[src/design/nfbta_pkg.sv]
// Shared types, codes and constants for the next-fit boundary-tag allocator.
// Used by the controller and the top level; no dependencies.
package nfbta_pkg;

  // sizes of the request and result fields
  localparam int FUNC_W = 2;
  localparam int REQ_W = 21;
  localparam int ADDR_W = 20;
  localparam int STAT_W = 2;

  // heap geometry
  localparam int HEAP_BYTES_DEF = 1048576;
  localparam int TAG_W = 64;
  localparam int GROW_MIN = 1 << 12;
  localparam int MIN_BLOCK = 32;
  localparam int ALIGN = 16;

  // command codes
  localparam logic [FUNC_W-1:0] FN_MALLOC = 2'd0;
  localparam logic [FUNC_W-1:0] FN_FREE = 2'd1;
  localparam logic [FUNC_W-1:0] FN_REALLOC = 2'd2;
  localparam logic [FUNC_W-1:0] FN_INIT = 2'd3;

  // status codes
  localparam logic [STAT_W-1:0] STAT_OK = 2'd0;
  localparam logic [STAT_W-1:0] STAT_NULL = 2'd1;
  localparam logic [STAT_W-1:0] STAT_OOM = 2'd2;
  localparam logic [STAT_W-1:0] STAT_NOINIT = 2'd3;

  // sequencer states
  localparam int ST_W = 39;
  typedef enum logic [ST_W-1:0] {
    S_IDLE = 39'd1 << 0,
    S_CMD  = 39'd1 << 1,
    S_I0   = 39'd1 << 2,
    S_I1   = 39'd1 << 3,
    S_I2   = 39'd1 << 4,
    S_I3   = 39'd1 << 5,
    S_I4   = 39'd1 << 6,
    S_V0   = 39'd1 << 7,
    S_V1   = 39'd1 << 8,
    S_V2   = 39'd1 << 9,
    S_X0   = 39'd1 << 10,
    S_X1   = 39'd1 << 11,
    S_X2   = 39'd1 << 12,
    S_X3   = 39'd1 << 13,
    S_X4   = 39'd1 << 14,
    S_XOK  = 39'd1 << 15,
    S_X5   = 39'd1 << 16,
    S_M0   = 39'd1 << 17,
    S_M1   = 39'd1 << 18,
    S_MOK  = 39'd1 << 19,
    S_F0   = 39'd1 << 20,
    S_F1   = 39'd1 << 21,
    S_P0   = 39'd1 << 22,
    S_P1   = 39'd1 << 23,
    S_P2   = 39'd1 << 24,
    S_G0   = 39'd1 << 25,
    S_G1   = 39'd1 << 26,
    S_C0   = 39'd1 << 27,
    S_C1   = 39'd1 << 28,
    S_C2   = 39'd1 << 29,
    S_C3   = 39'd1 << 30,
    S_C4   = 39'd1 << 31,
    S_R0   = 39'd1 << 32,
    S_R1   = 39'd1 << 33,
    S_R2   = 39'd1 << 34,
    S_R3   = 39'd1 << 35,
    S_SB0  = 39'd1 << 36,
    S_SB1  = 39'd1 << 37,
    S_OUT  = 39'd1 << 38
  } nfbta_state_t;

  // finished result handed from the controller to the output register
  typedef struct packed {
    logic              valid;
    logic [ADDR_W-1:0] result_addr;
    logic [STAT_W-1:0] status;
    logic [ADDR_W-1:0] copy_from;
    logic [REQ_W-1:0]  copy_bytes;
  } nfbta_res_t;

endpackage

[src/design/nfbta_ctrl.sv]
// Command sequencer: walks and rewrites boundary tags through the tag RAM.
// Depends on nfbta_pkg; drives the ports of one nfbta_ram.
module nfbta_ctrl #(
  parameter int HEAP_BYTES = nfbta_pkg::HEAP_BYTES_DEF,
  parameter int IW = $clog2(HEAP_BYTES / 8)
) (
  input  logic                       clk,
  input  logic                       rst_n,
  input  logic                       in_valid,
  output logic                       in_ready,
  input  logic [nfbta_pkg::FUNC_W-1:0] in_func,
  input  logic [nfbta_pkg::REQ_W-1:0]  in_req_bytes,
  input  logic [nfbta_pkg::ADDR_W-1:0] in_block_addr,
  output nfbta_pkg::nfbta_res_t      res,
  input  logic                       res_ack,
  output logic                       ram_we,
  output logic [IW-1:0]              ram_waddr,
  output logic [nfbta_pkg::TAG_W-1:0]  ram_wdata,
  output logic                       ram_re,
  output logic [IW-1:0]              ram_raddr,
  input  logic [nfbta_pkg::TAG_W-1:0]  ram_rdata
);
  import nfbta_pkg::*;

  localparam int AW = $clog2(HEAP_BYTES + 1);
  localparam int SW = ((AW > 23) ? AW : 23) + 1;

  // byte offset to tag word index
  function automatic logic [IW-1:0] widx(input logic [SW-1:0] off);
    widx = off[IW+2:3];
  endfunction

  // size field of a tag word
  function automatic logic [SW-1:0] tsz(input logic [TAG_W-1:0] w);
    tsz = {w[SW-1:4], 4'b0000};
  endfunction

  // tag word from size and allocated bit
  function automatic logic [TAG_W-1:0] tag(input logic [SW-1:0] sz, input logic a);
    tag = TAG_W'({sz[SW-1:1], a});
  endfunction

  function automatic logic [SW-1:0] align16(input logic [SW-1:0] x);
    align16 = (x + SW'(ALIGN - 1)) & ~SW'(ALIGN - 1);
  endfunction

  // block size for a request: payload plus tags, 16-aligned, at least the minimum
  function automatic logic [SW-1:0] adjust(input logic [REQ_W-1:0] rq);
    logic [SW-1:0] a;
    a = align16(SW'(rq) + SW'(ALIGN));
    adjust = (a < SW'(MIN_BLOCK)) ? SW'(MIN_BLOCK) : a;
  endfunction

  nfbta_state_t state_r, state_nxt;
  nfbta_state_t ret_sb_r, ret_sb_nxt, ret_coal_r, ret_coal_nxt, ret_grow_r, ret_grow_nxt;
  nfbta_state_t ret_place_r, ret_place_nxt, ret_malloc_r, ret_malloc_nxt;
  nfbta_state_t ret_free_r, ret_free_nxt;
  logic [SW-1:0] hb_r, hb_nxt, rover_r, rover_nxt, first_r, first_nxt;
  logic          ready_r, ready_nxt;

  logic [FUNC_W-1:0] func_r, func_nxt;
  logic [REQ_W-1:0]  req_r, req_nxt;
  logic [SW-1:0] ptr_r, ptr_nxt, bp_r, bp_nxt, start_r, start_nxt;
  logic          phase_r, phase_nxt;
  logic [SW-1:0] asize_r, asize_nxt, oldsize_r, oldsize_nxt, next_r, next_nxt;
  logic [SW-1:0] total_r, total_nxt, csize_r, csize_nxt;
  logic [TAG_W-1:0] hdr_r, hdr_nxt;
  logic [SW-1:0] cbp_r, cbp_nxt, csz_r, csz_nxt, psz_r, psz_nxt, nsz_r, nsz_nxt;
  logic          pa_r, pa_nxt, na_r, na_nxt;
  logic [SW-1:0] gsz_r, gsz_nxt, gbp_r, gbp_nxt, pbp_r, pbp_nxt;
  logic [SW-1:0] sbp_r, sbp_nxt, ssz_r, ssz_nxt;
  logic          sa_r, sa_nxt;
  logic [SW-1:0] res_r, res_nxt, cfrom_r, cfrom_nxt, cbytes_r, cbytes_nxt;
  logic [STAT_W-1:0] st_r, st_nxt;

  assign in_ready = (state_r == S_IDLE);
  assign res.valid = (state_r == S_OUT);
  assign res.result_addr = res_r[ADDR_W-1:0];
  assign res.status = st_r;
  assign res.copy_from = cfrom_r[ADDR_W-1:0];
  assign res.copy_bytes = cbytes_r[REQ_W-1:0];

  // sequencer; states that write never read, so no read sees a write in flight
  always_comb begin
    logic [SW-1:0] s, t, need;
    logic bad, miss, cond;
    s = '0; t = '0; need = '0; bad = 1'b0; miss = 1'b0; cond = 1'b0;
    state_nxt = state_r;
    ret_sb_nxt = ret_sb_r; ret_coal_nxt = ret_coal_r; ret_grow_nxt = ret_grow_r;
    ret_place_nxt = ret_place_r; ret_malloc_nxt = ret_malloc_r; ret_free_nxt = ret_free_r;
    hb_nxt = hb_r; rover_nxt = rover_r; first_nxt = first_r; ready_nxt = ready_r;
    func_nxt = func_r; req_nxt = req_r; ptr_nxt = ptr_r; bp_nxt = bp_r;
    start_nxt = start_r; phase_nxt = phase_r; asize_nxt = asize_r;
    oldsize_nxt = oldsize_r; next_nxt = next_r; total_nxt = total_r;
    csize_nxt = csize_r; hdr_nxt = hdr_r; cbp_nxt = cbp_r; csz_nxt = csz_r;
    psz_nxt = psz_r; nsz_nxt = nsz_r; pa_nxt = pa_r; na_nxt = na_r;
    gsz_nxt = gsz_r; gbp_nxt = gbp_r; pbp_nxt = pbp_r;
    sbp_nxt = sbp_r; ssz_nxt = ssz_r; sa_nxt = sa_r;
    res_nxt = res_r; cfrom_nxt = cfrom_r; cbytes_nxt = cbytes_r; st_nxt = st_r;
    ram_we = 1'b0; ram_waddr = '0; ram_wdata = '0; ram_re = 1'b0; ram_raddr = '0;

    case (state_r)
      // take a request
      S_IDLE: begin
        if (in_valid) begin
          func_nxt = in_func;
          req_nxt = in_req_bytes;
          ptr_nxt = SW'(in_block_addr);
          res_nxt = '0; cfrom_nxt = '0; cbytes_nxt = '0; st_nxt = STAT_OK;
          state_nxt = S_CMD;
        end
      end
      // dispatch
      S_CMD: begin
        if (func_r == FN_INIT) begin
          state_nxt = S_I0;
        end else if (!ready_r) begin
          st_nxt = STAT_NOINIT;
          state_nxt = S_OUT;
        end else if (func_r == FN_MALLOC || (func_r == FN_REALLOC && ptr_r == '0)) begin
          ret_malloc_nxt = S_OUT;
          state_nxt = S_M0;
        end else if (ptr_r == '0) begin
          state_nxt = S_OUT;
        end else begin
          state_nxt = S_V0;
        end
      end
      // init: pad, prologue, epilogue, then first growth
      S_I0: begin
        ram_we = 1'b1; ram_waddr = widx(SW'(0)); ram_wdata = '0;
        state_nxt = S_I1;
      end
      S_I1: begin
        ram_we = 1'b1; ram_waddr = widx(SW'(8)); ram_wdata = tag(SW'(ALIGN), 1'b1);
        state_nxt = S_I2;
      end
      S_I2: begin
        ram_we = 1'b1; ram_waddr = widx(SW'(16)); ram_wdata = tag(SW'(ALIGN), 1'b1);
        state_nxt = S_I3;
      end
      S_I3: begin
        ram_we = 1'b1; ram_waddr = widx(SW'(24)); ram_wdata = tag('0, 1'b1);
        hb_nxt = SW'(32); first_nxt = SW'(16); rover_nxt = SW'(16);
        gsz_nxt = SW'(GROW_MIN);
        ret_grow_nxt = S_I4;
        state_nxt = S_G0;
      end
      S_I4: begin
        ready_nxt = (cbp_r != '0);
        st_nxt = (cbp_r != '0) ? STAT_OK : STAT_OOM;
        state_nxt = S_OUT;
      end
      // block address checks
      S_V0: begin
        if (ptr_r[3:0] != 4'd0 || ptr_r < SW'(MIN_BLOCK) || ptr_r >= hb_r) begin
          bad = 1'b1;
        end else begin
          ram_re = 1'b1; ram_raddr = widx(ptr_r - SW'(8));
          state_nxt = S_V1;
        end
      end
      S_V1: begin
        s = tsz(ram_rdata);
        hdr_nxt = ram_rdata;
        oldsize_nxt = s;
        if (!ram_rdata[0] || s < SW'(MIN_BLOCK) || ptr_r + s > hb_r) begin
          bad = 1'b1;
        end else begin
          ram_re = 1'b1; ram_raddr = widx(ptr_r + s - SW'(16));
          state_nxt = S_V2;
        end
      end
      S_V2: begin
        if (ram_rdata != hdr_r) begin
          bad = 1'b1;
        end else if (func_r == FN_FREE) begin
          ret_free_nxt = S_OUT;
          state_nxt = S_R0;
        end else if (req_r == '0) begin
          st_nxt = STAT_NULL;
          ret_free_nxt = S_OUT;
          state_nxt = S_R0;
        end else begin
          state_nxt = S_X0;
        end
      end
      // realloc: look at the successor
      S_X0: begin
        asize_nxt = adjust(req_r);
        next_nxt = ptr_r + oldsize_r;
        ram_re = 1'b1; ram_raddr = widx(ptr_r + oldsize_r - SW'(8));
        state_nxt = S_X1;
      end
      S_X1: begin
        s = tsz(ram_rdata);
        if (asize_r <= oldsize_r) begin
          if (oldsize_r - asize_r >= SW'(MIN_BLOCK)) begin
            pbp_nxt = ptr_r; ret_place_nxt = S_XOK; state_nxt = S_P0;
          end else begin
            state_nxt = S_XOK;
          end
        end else if (!ram_rdata[0]) begin
          t = oldsize_r + s;
          if (t >= asize_r) begin
            // absorbed block was the rover: rover follows to the grown block
            if (rover_r == next_r) begin
              rover_nxt = ptr_r;
            end
            total_nxt = t;
            sbp_nxt = ptr_r; ssz_nxt = t; sa_nxt = 1'b1;
            ret_sb_nxt = S_X2; state_nxt = S_SB0;
          end else begin
            ret_malloc_nxt = S_X5; state_nxt = S_M0;
          end
        end else if (s == '0) begin
          need = asize_r - oldsize_r;
          gsz_nxt = (need > SW'(GROW_MIN)) ? need : SW'(GROW_MIN);
          ret_grow_nxt = S_X3; state_nxt = S_G0;
        end else begin
          ret_malloc_nxt = S_X5; state_nxt = S_M0;
        end
      end
      S_X2: begin
        if (total_r - asize_r >= SW'(MIN_BLOCK)) begin
          pbp_nxt = ptr_r; ret_place_nxt = S_XOK; state_nxt = S_P0;
        end else begin
          state_nxt = S_XOK;
        end
      end
      S_X3: begin
        if (cbp_r == next_r) begin
          ram_re = 1'b1; ram_raddr = widx(next_r - SW'(8));
          state_nxt = S_X4;
        end else begin
          ret_malloc_nxt = S_X5; state_nxt = S_M0;
        end
      end
      S_X4: begin
        t = oldsize_r + tsz(ram_rdata);
        total_nxt = t;
        sbp_nxt = ptr_r; ssz_nxt = t; sa_nxt = 1'b1;
        ret_sb_nxt = S_X2; state_nxt = S_SB0;
      end
      S_XOK: begin
        res_nxt = ptr_r; st_nxt = STAT_OK;
        state_nxt = S_OUT;
      end
      // realloc fallback: when the new block was found, report the copy and free the old block
      S_X5: begin
        if (res_r != '0) begin
          t = oldsize_r - SW'(16);
          cfrom_nxt = ptr_r;
          cbytes_nxt = (SW'(req_r) < t) ? SW'(req_r) : t;
          ret_free_nxt = S_OUT;
          state_nxt = S_R0;
        end else begin
          state_nxt = S_OUT;
        end
      end
      // malloc entry
      S_M0: begin
        if (req_r == '0) begin
          res_nxt = '0; st_nxt = STAT_NULL;
          state_nxt = ret_malloc_r;
        end else begin
          asize_nxt = adjust(req_r);
          bp_nxt = rover_r; start_nxt = rover_r; phase_nxt = 1'b0;
          state_nxt = S_F0;
        end
      end
      S_M1: begin
        if (cbp_r == '0) begin
          res_nxt = '0; st_nxt = STAT_OOM;
          state_nxt = ret_malloc_r;
        end else begin
          pbp_nxt = cbp_r; ret_place_nxt = S_MOK; state_nxt = S_P0;
        end
      end
      S_MOK: begin
        res_nxt = pbp_r; st_nxt = STAT_OK;
        state_nxt = ret_malloc_r;
      end
      // next-fit walk, one header read per block
      S_F0: begin
        cond = phase_r ? (bp_r < start_r && bp_r < hb_r) : (bp_r < hb_r);
        if (cond) begin
          ram_re = 1'b1; ram_raddr = widx(bp_r - SW'(8));
          state_nxt = S_F1;
        end else begin
          miss = 1'b1;
        end
      end
      S_F1: begin
        s = tsz(ram_rdata);
        if (s == '0) begin
          miss = 1'b1;
        end else if (!ram_rdata[0] && s >= asize_r) begin
          rover_nxt = bp_r;
          pbp_nxt = bp_r; ret_place_nxt = S_MOK; state_nxt = S_P0;
        end else begin
          bp_nxt = bp_r + s;
          state_nxt = S_F0;
        end
      end
      // place with optional split
      S_P0: begin
        ram_re = 1'b1; ram_raddr = widx(pbp_r - SW'(8));
        state_nxt = S_P1;
      end
      S_P1: begin
        s = tsz(ram_rdata);
        csize_nxt = s;
        sbp_nxt = pbp_r; sa_nxt = 1'b1;
        if (s >= asize_r + SW'(MIN_BLOCK)) begin
          ssz_nxt = asize_r; ret_sb_nxt = S_P2;
        end else begin
          ssz_nxt = s; ret_sb_nxt = ret_place_r;
        end
        state_nxt = S_SB0;
      end
      S_P2: begin
        sbp_nxt = pbp_r + asize_r; ssz_nxt = csize_r - asize_r; sa_nxt = 1'b0;
        ret_sb_nxt = ret_place_r; state_nxt = S_SB0;
      end
      // heap growth
      S_G0: begin
        s = align16(gsz_r);
        if (hb_r + s > SW'(HEAP_BYTES)) begin
          cbp_nxt = '0;
          state_nxt = ret_grow_r;
        end else begin
          gbp_nxt = hb_r; gsz_nxt = s; hb_nxt = hb_r + s;
          sbp_nxt = hb_r; ssz_nxt = s; sa_nxt = 1'b0;
          ret_sb_nxt = S_G1; state_nxt = S_SB0;
        end
      end
      S_G1: begin
        ram_we = 1'b1; ram_waddr = widx(gbp_r + gsz_r - SW'(8)); ram_wdata = tag('0, 1'b1);
        cbp_nxt = gbp_r; ret_coal_nxt = ret_grow_r; state_nxt = S_C0;
      end
      // coalesce: own header, previous footer, next header
      S_C0: begin
        ram_re = 1'b1; ram_raddr = widx(cbp_r - SW'(8));
        state_nxt = S_C1;
      end
      S_C1: begin
        s = tsz(ram_rdata);
        csz_nxt = s;
        ram_re = 1'b1; ram_raddr = widx(cbp_r - SW'(16));
        state_nxt = S_C2;
      end
      S_C2: begin
        pa_nxt = ram_rdata[0]; psz_nxt = tsz(ram_rdata);
        ram_re = 1'b1; ram_raddr = widx(cbp_r + csz_r - SW'(8));
        state_nxt = S_C3;
      end
      S_C3: begin
        s = tsz(ram_rdata);
        na_nxt = ram_rdata[0]; nsz_nxt = s;
        if (pa_r && ram_rdata[0]) begin
          state_nxt = ret_coal_r;
        end else if (pa_r) begin
          sbp_nxt = cbp_r; ssz_nxt = csz_r + s; sa_nxt = 1'b0;
          ret_sb_nxt = ret_coal_r; state_nxt = S_SB0;
        end else begin
          cbp_nxt = cbp_r - psz_r;
          ram_re = 1'b1; ram_raddr = widx(cbp_r - psz_r - SW'(8));
          state_nxt = S_C4;
        end
      end
      S_C4: begin
        t = csz_r + tsz(ram_rdata) + (na_r ? '0 : nsz_r);
        sbp_nxt = cbp_r; ssz_nxt = t; sa_nxt = 1'b0;
        ret_sb_nxt = ret_coal_r; state_nxt = S_SB0;
      end
      // free: clear the alloc bit, then coalesce and park the rover
      S_R0: begin
        ram_re = 1'b1; ram_raddr = widx(ptr_r - SW'(8));
        state_nxt = S_R1;
      end
      S_R1: begin
        sbp_nxt = ptr_r; ssz_nxt = tsz(ram_rdata); sa_nxt = 1'b0;
        ret_sb_nxt = S_R2; state_nxt = S_SB0;
      end
      S_R2: begin
        cbp_nxt = ptr_r; ret_coal_nxt = S_R3; state_nxt = S_C0;
      end
      S_R3: begin
        rover_nxt = cbp_r;
        state_nxt = ret_free_r;
      end
      // header then footer
      S_SB0: begin
        ram_we = 1'b1; ram_waddr = widx(sbp_r - SW'(8)); ram_wdata = tag(ssz_r, sa_r);
        state_nxt = S_SB1;
      end
      S_SB1: begin
        ram_we = 1'b1; ram_waddr = widx(sbp_r + ssz_r - SW'(16));
        ram_wdata = tag(ssz_r, sa_r);
        state_nxt = ret_sb_r;
      end
      // hand off the result
      S_OUT: begin
        if (res_ack) begin
          state_nxt = S_IDLE;
        end
      end
      default: begin
        state_nxt = S_IDLE;
      end
    endcase

    // a walk that runs out wraps once, then grows the heap
    if (miss) begin
      if (!phase_r) begin
        phase_nxt = 1'b1; bp_nxt = first_r; state_nxt = S_F0;
      end else begin
        gsz_nxt = (asize_r > SW'(GROW_MIN)) ? asize_r : SW'(GROW_MIN);
        ret_grow_nxt = S_M1; state_nxt = S_G0;
      end
    end

    // rejected block address
    if (bad) begin
      st_nxt = (func_r == FN_FREE) ? STAT_OK : STAT_OOM;
      state_nxt = S_OUT;
    end
  end

  // control state
  always_ff @(posedge clk) begin
    if (!rst_n) begin
      state_r <= S_IDLE;
      hb_r <= '0;
      rover_r <= '0;
      first_r <= '0;
      ready_r <= 1'b0;
    end else begin
      state_r <= state_nxt;
      hb_r <= hb_nxt;
      rover_r <= rover_nxt;
      first_r <= first_nxt;
      ready_r <= ready_nxt;
    end
  end

  // working registers
  always_ff @(posedge clk) begin
    ret_sb_r <= ret_sb_nxt; ret_coal_r <= ret_coal_nxt; ret_grow_r <= ret_grow_nxt;
    ret_place_r <= ret_place_nxt; ret_malloc_r <= ret_malloc_nxt; ret_free_r <= ret_free_nxt;
    func_r <= func_nxt; req_r <= req_nxt; ptr_r <= ptr_nxt; bp_r <= bp_nxt;
    start_r <= start_nxt; phase_r <= phase_nxt; asize_r <= asize_nxt;
    oldsize_r <= oldsize_nxt; next_r <= next_nxt; total_r <= total_nxt;
    csize_r <= csize_nxt; hdr_r <= hdr_nxt; cbp_r <= cbp_nxt; csz_r <= csz_nxt;
    psz_r <= psz_nxt; nsz_r <= nsz_nxt; pa_r <= pa_nxt; na_r <= na_nxt;
    gsz_r <= gsz_nxt; gbp_r <= gbp_nxt; pbp_r <= pbp_nxt;
    sbp_r <= sbp_nxt; ssz_r <= ssz_nxt; sa_r <= sa_nxt;
    res_r <= res_nxt; cfrom_r <= cfrom_nxt; cbytes_r <= cbytes_nxt; st_r <= st_nxt;
  end

endmodule

[config.mk]
export PLATFORM = sky130hd
export DESIGN_NAME = nfbta_ctrl
export DESIGN_NICKNAME = d
export VERILOG_FILES = /design/src/design/nfbta_pkg.sv /design/src/design/nfbta_ctrl.sv
export SDC_FILE = /design/constraint.sdc
export NUM_CORES = 2
export LEC_CHECK = 0
export ABC_CLOCK_PERIOD_IN_PS = 25200
export BUFFER_PORTS_ARGS = -buffer_cell sky130_fd_sc_hd__clkbuf_2
export CORE_MARGIN = 2
export CORE_UTILIZATION = 57
export CTS_CLUSTER_DIAMETER = 80
export CTS_CLUSTER_SIZE = 16
export DETAILED_ROUTE_END_ITERATION = 6
export HOLD_SLACK_MARGIN = 0.02
export PLACE_DENSITY = 0.73
export SETUP_SLACK_MARGIN = 0.05
export SLEW_MARGIN = 25
export SYNTH_ARGS = -nofsm -noshare
export SYNTH_HDL_FRONTEND = slang
export SYNTH_SLANG_ARGS = --single-unit
[constraint.sdc]
create_clock -name clk -period 25.2 [get_ports clk]
set_clock_uncertainty 0.2 [all_clocks]
set_input_delay 1.26 -clock clk [delete_from_list [all_inputs] [get_ports clk]]
set_output_delay 1.26 -clock clk [all_outputs]
set_load 0.005 [all_outputs]
# Yosys cells after proc, flatten, opt, wreduce, memory -nomap -nowiden
# Index checks and enable logic that the tools add are counted.
[word_totals]
regBits = 861
latch_bits = 0
mem_bits_rw = 0
mem_bits_ro = 0
inputBits = 111
output_inout_bits = 165
elab_cells = 428
memories = 0
[classes]
addsub = 34
n_mul = 0
div = 0
n_lt_le_gt_ge = 17
eq_ne = 93
shift = 0
mux = 176
bitwise_logic = 3
reduce_logical = 65
[ops]
columns = ["operator", "count"]
rows = [
  ["$mux W39", 50],
  ["$pmux W39 S33", 1],
  ["$mux W24", 39],
  ["$pmux W39 S8", 1],
  ["$pmux W24 S4", 3],
  ["$pmux W39 S2", 3],
  ["$sub A20 B4 Y20 const B", 10],
  ["$pmux W24 S2", 4],
  ["$pmux W24 S8", 1],
  ["$pmux W17 S11", 1],
  ["$pmux W39 S4", 1],
  ["$pmux W24 S3", 2],
  ["$mux W20", 7],
  ["$pmux W20 S7", 1],
  ["$add A24 B24 Y24", 5],
  ["$pmux W24 S5", 1],
  ["$sub A24 B24 Y24", 5],
  ["$pmux W39 S3", 1],
  ["$mux W17", 6],
  ["$pmux W17 S6", 1],
  ["$mux W23", 4],
  ["$add A20 B20 Y20", 4],
  ["$mux W37", 2],
  ["$ge A24 B24 Y1", 3],
  ["106 further kinds", 232],
]

# Longest topological paths before layout
[depth]
word_depth = 9
ltp_mapped = 24
ltp_nobuf = 23

# Worst setup path after synthesis
# OpenSTA, ideal clock, no wires.
[synth_timing]
kind = "input to register"
from = "input port ram_rdata[4] in the netlist's numbering"
to = "register ret_sb_r[0] (enable)"
setup_ns = 0.548
arrival_time_ns = 8.214
path_slack_ns = 16.238
cell_stages = 21
path_buffers = 0
path_cell_list = "ha_1 inv_1 fa_1 nor2b_1 o31a_1 o211ai_1 nand3_1 a31oi_1 o21bai_1 a21oi_1 xnor2_1 ha_1 nand3_1 nor3_1 a21oi_1 o21ai_0 a21oi_1 o21ai_0 o31a_1 o21ai_0 nor3_1"
[synth_via]
elab_chain_len = 4
[synth_rtl]
columns = ["item", "line", "source"]
rows = [
  ["start: declaration", "nfbta_ctrl.sv:21", "input logic [nfbta_pkg::TAG_W-1:0] ram_rdata"],
  ["$add A24 B24 Y24", "nfbta_ctrl.sv:204", "t = oldsize_r + s;"],
  ["$ge A24 B24 Y1", "nfbta_ctrl.sv:205", "if (t >= asize_r) begin"],
  ["$ne A2 B2 Y1 (no line)", "-", ""],
  ["$reduce_and A7 Y1 (no line)", "-", ""],
  ["end signal: assignment", "nfbta_ctrl.sv:450", "ret_sb_r <= ret_sb_nxt; ret_coal_r <= ret_coal_nxt; ret_grow_r <= ret_grow_nxt;"],
  ["end: declaration", "nfbta_ctrl.sv:55", "nfbta_state_t ret_sb_r, ret_sb_nxt, ret_coal_r, ret_coal_nxt, ret_grow_r, ret_grow_nxt;"],
]
# Every way passes these cells.
# A chain may end at the register's enable or synchronous reset.

# Final worst setup path
[layout_timing]
from = "input port ram_rdata[4] in the netlist's numbering"
to = "output port ram_raddr[0]"
[layout_via]
elab_chain_len = 5
elab_cells_between_ends = 7
[layout_rtl]
columns = ["item", "line", "source"]
rows = [
  ["$add A20 B24 Y24 or $lt A24 B6 Y1 (tied branches)", "-", ""],
  ["$gt A24 B24 Y1 or $logic_or A1 B1 Y1 (tied branches)", "nfbta_ctrl.sv:167", "if (!ram_rdata[0] || s < SW'(MIN_BLOCK) || ptr_r + s > hb_r) begin"],
  ["$logic_or A1 B1 Y1 *", "nfbta_ctrl.sv:167", ""],
  ["$mux W17 *", "nfbta_ctrl.sv:167", ""],
  ["$pmux W17 S11 *", "nfbta_ctrl.sv:102", "case (state_r)"],
  ["end: declaration", "nfbta_ctrl.sv:20", "output logic [IW-1:0] ram_raddr,"],
]
# Every way passes the cells marked *; elsewhere a longest branch is shown, timed or not.

==> reports/metrics.yaml <==
gp_congestion: 1.08
synth_top_cell_area_share: 0.309
swShare: 0.323
post_cts_buffers: 0
cts_num_sinks: 703
layout_min_cycle_time_ns: 9.19
synth-edff-count: 530
tns_ns: 0
cp_slowest_stage_delay_ns: 0.58
grt_overflow: 0
start_util: 0.573
drive_gt1_frac: 0.0955
drv_cap: 0
path_class: "in -> out"
tightest_slew_ns: 1.17
port_buffers: 232
wl_per_cell_um: 30.7
ys_top_cells_by_count: "530 x edfxtp_1, 483 x ha_1, 408 x inv_1, 359 x nor2_1, 332 x a21oi_1"
power.leakage_nw: 22.5
violations: "design-rule violations"
yosys.area.top_type: "edfxtp_1"
p_int_mw: 1.98
postCtsHoldBufs: 0
clockRootBuffer: "clkbuf_16"
rsz0062_at_grt: "false"
io_pins: 276
antenna_found_initial: 7
pwr-share-clk: 0.316
syn_to_final_growth_pct: 8.63
grt_pass1_wl_um: 297000
hold_viol: 0
hpwlAfterDp_um: 157000
slew_headroom: 0.212
clkTransAtPathRegs_ns: 0.08
post-place-cells: 6713
fp.coreArea_mm2: 0.0897
via_per_inst: 6.84
layout_setup_ws_ns: 16.01
routed_wl_um: 209000
rows: 110
power_frac_seq: 0.474
synth_fa_ha_area_frac: 0.123
worstSkewPairLatency_ns: 0.74
drtIter0Drc: 7293
die_x_um: 304
crit_fanout: 18
seq_area_frac_synth: 0.377
power_frac_comb: 0.209
cts_max_path_buffers: 3
cts-buffers-inserted: 56
synthXorXnorAreaFrac: 0.0838
synthFlopType: "edfxtp_1"
cp_slowest_cell: "a2111oi_0"
drv_slew: 0
synth.area.mux_share: 0.00883
drc_errors: 2
synth.area.top_cells: "edfxtp_1 31%, ha_1 12%, dfxtp_1 6.7%"
power_density_mw_per_mm2: 52.4
cts_tree: "done"
synth_seq_cells: 703
crit_arrival_ns: 7.73
grt_pass1_vias: 42800
critical_path_required_ns: 23.74
async_flop_share: 0
die_area_mm2: 0.0927
setup_viol: 0
max_freq_mhz: 109
die_h_um: 304
layout.nets: 6205
syn_inst: 5416
irDropWorstVdd_uv: 63.0
yosysMostFrequentCell: "edfxtp_1"
synth.cell_area_mm2: 0.0514
track_usage: 0.439
grt_max_degree: 57
synthSimpleGateAreaFrac: 0.167
instances_no_fill: 6825
dr.pass1.iters: 7
fin_crit_sh: 0.365
h-tree-depth: 2
cp-end-kind: "output port"
post_cts_resize_count: 0
path_delay_family: "compound AO/OA/AOI/OAI gates"
synth.distinct_cells: 103
yosysWarnings: 0
p_sw_mw: 0.946
hold_ws_ns: 0.247
final_antenna_net_count: 0
synth_compound_area_frac: 0.185
vias: 46700
avgSynthCellArea_um2: 9.50
synth_top_family_by_area: "compound AO/OA/AOI/OAI gates"
holdCritPathClass: "reg -> reg"
cp-start-kind: "primary input"
path_buf_inv: 3
status: "finished, violations left"
preCtsSetupSlack_ns: 16.19
worst paths after layout:
path,depth (start not counted),startpoint,slack [ns],end
worst min-delay path,2,gsz_r[0],0.25,gsz_r[0]
worst max register to register,22,ptr_r[4],18.07,state_r[9]
worst min register to register,2,gsz_r[0],0.25,gsz_r[0]
worst max-delay path,25,ram_rdata[4],16.01,ram_raddr[0]
flip-flops by register name, indices dropped and copies added (netlist names), 21 cells and up:
name,flops
hdr_r,64
ret_coal_r,39
ret_grow_r,39
ret_sb_r,39
state_r,39
bp_r,24
cbp_r,24
gsz_r,24
next_r,24
pbp_r,24
res_r,24
rover_r,24
start_r,24
cbytes_r,21
req_r,21
metrics by stage:
| step | utilization | area (µm²) | power [mW] |
|---|---|---|---|
| 2_1_floorplan | - | 51600 | 1.77 |
| 3_3_place_gp | 0.602 | 54000 | 1.99 |
| 3_5_place_dp | 0.602 | 54000 | 2.00 |
| 4_1_cts | 0.622 | 55800 | 2.90 |
| 5_1_grt | 0.623 | 55900 | 3.01 |
| 6_report | 0.623 | 55900 | 2.93 |
cell families after synthesis:
group / count (synthesis)
flops: 703
mux: 44
fa+ha+maj: 498
simple gates: 1621
buf+inv: 682
other cells: 1
compound gates: 1375
xor+xnor: 492
metal layers:
| layer | wire length, µm | vias to the layer above | track usage | part of all wire |
|---|---|---|---|---|
| met2 | 83100 | 3478 | 0.613 | 0.40 |
| met5 | 245 | - | 0 | 0.0012 |
| li1 | - | 20400 | - | - |
| met4 | 16600 | 10 | 0.289 | 0.079 |
| met3 | 30000 | 738 | 0.142 | 0.14 |
| met1 | 79400 | 22100 | 0.582 | 0.38 |
tightest hold or removal path, delay by kind of cell, from the launching register on:
family | cells | cell delay [ns]
flip-flops | 1 | 0.33
AND/OR/NAND/NOR | 1 | 0.03
buffers and inverters | 1 | 0.05
layout by cell type, fill, tap and decap left out, drive strengths merged, types with 31 or more instances in the layout:
cell type	instances
clkbuf	321
o22ai	34
nor2	360
nor2b	68
and2	180
nand2b	56
xnor2	330
dfxtp	173
o21a	50
nand2	309
a21o	132
conb	43
and3	55
buf	120
nor4	92
nand4	82
a211oi	79
nor3	147
mux2i	33
a22oi	31
a222oi	45
a31oi	48
ha	483
a21oi	333
o221ai	38
o21ai	208
inv	414
a22o	38
xor2	162
a221oi	84
or3	37
o211ai	31
nand3	106
a221o	38
edfxtp	530
power by group through the flow:
stage / clock network [mW] / registers, mW / logic, mW
floorplan: 0 / 1.39 / 0.380
global placement: 0 / 1.41 / 0.581
detailed placement: 0 / 1.41 / 0.588
CTS: 0.925 / 1.39 / 0.591
global route: 0.964 / 1.39 / 0.651
finish: 0.927 / 1.39 / 0.613
layout make-up:
cell class | count | area (µm²)
tap | 1176 | 1470
sequential | 703 | 19400
clock inverter | 17 | 248
antenna | 5 | 12.5
inverter | 410 | 1540
multi-input combinational | 4073 | 29600
timing repair buffer | 352 | 2090
fill | 7663 | 33900
clock buffer | 89 | 1570
Power figures use the tool's default switching activity.
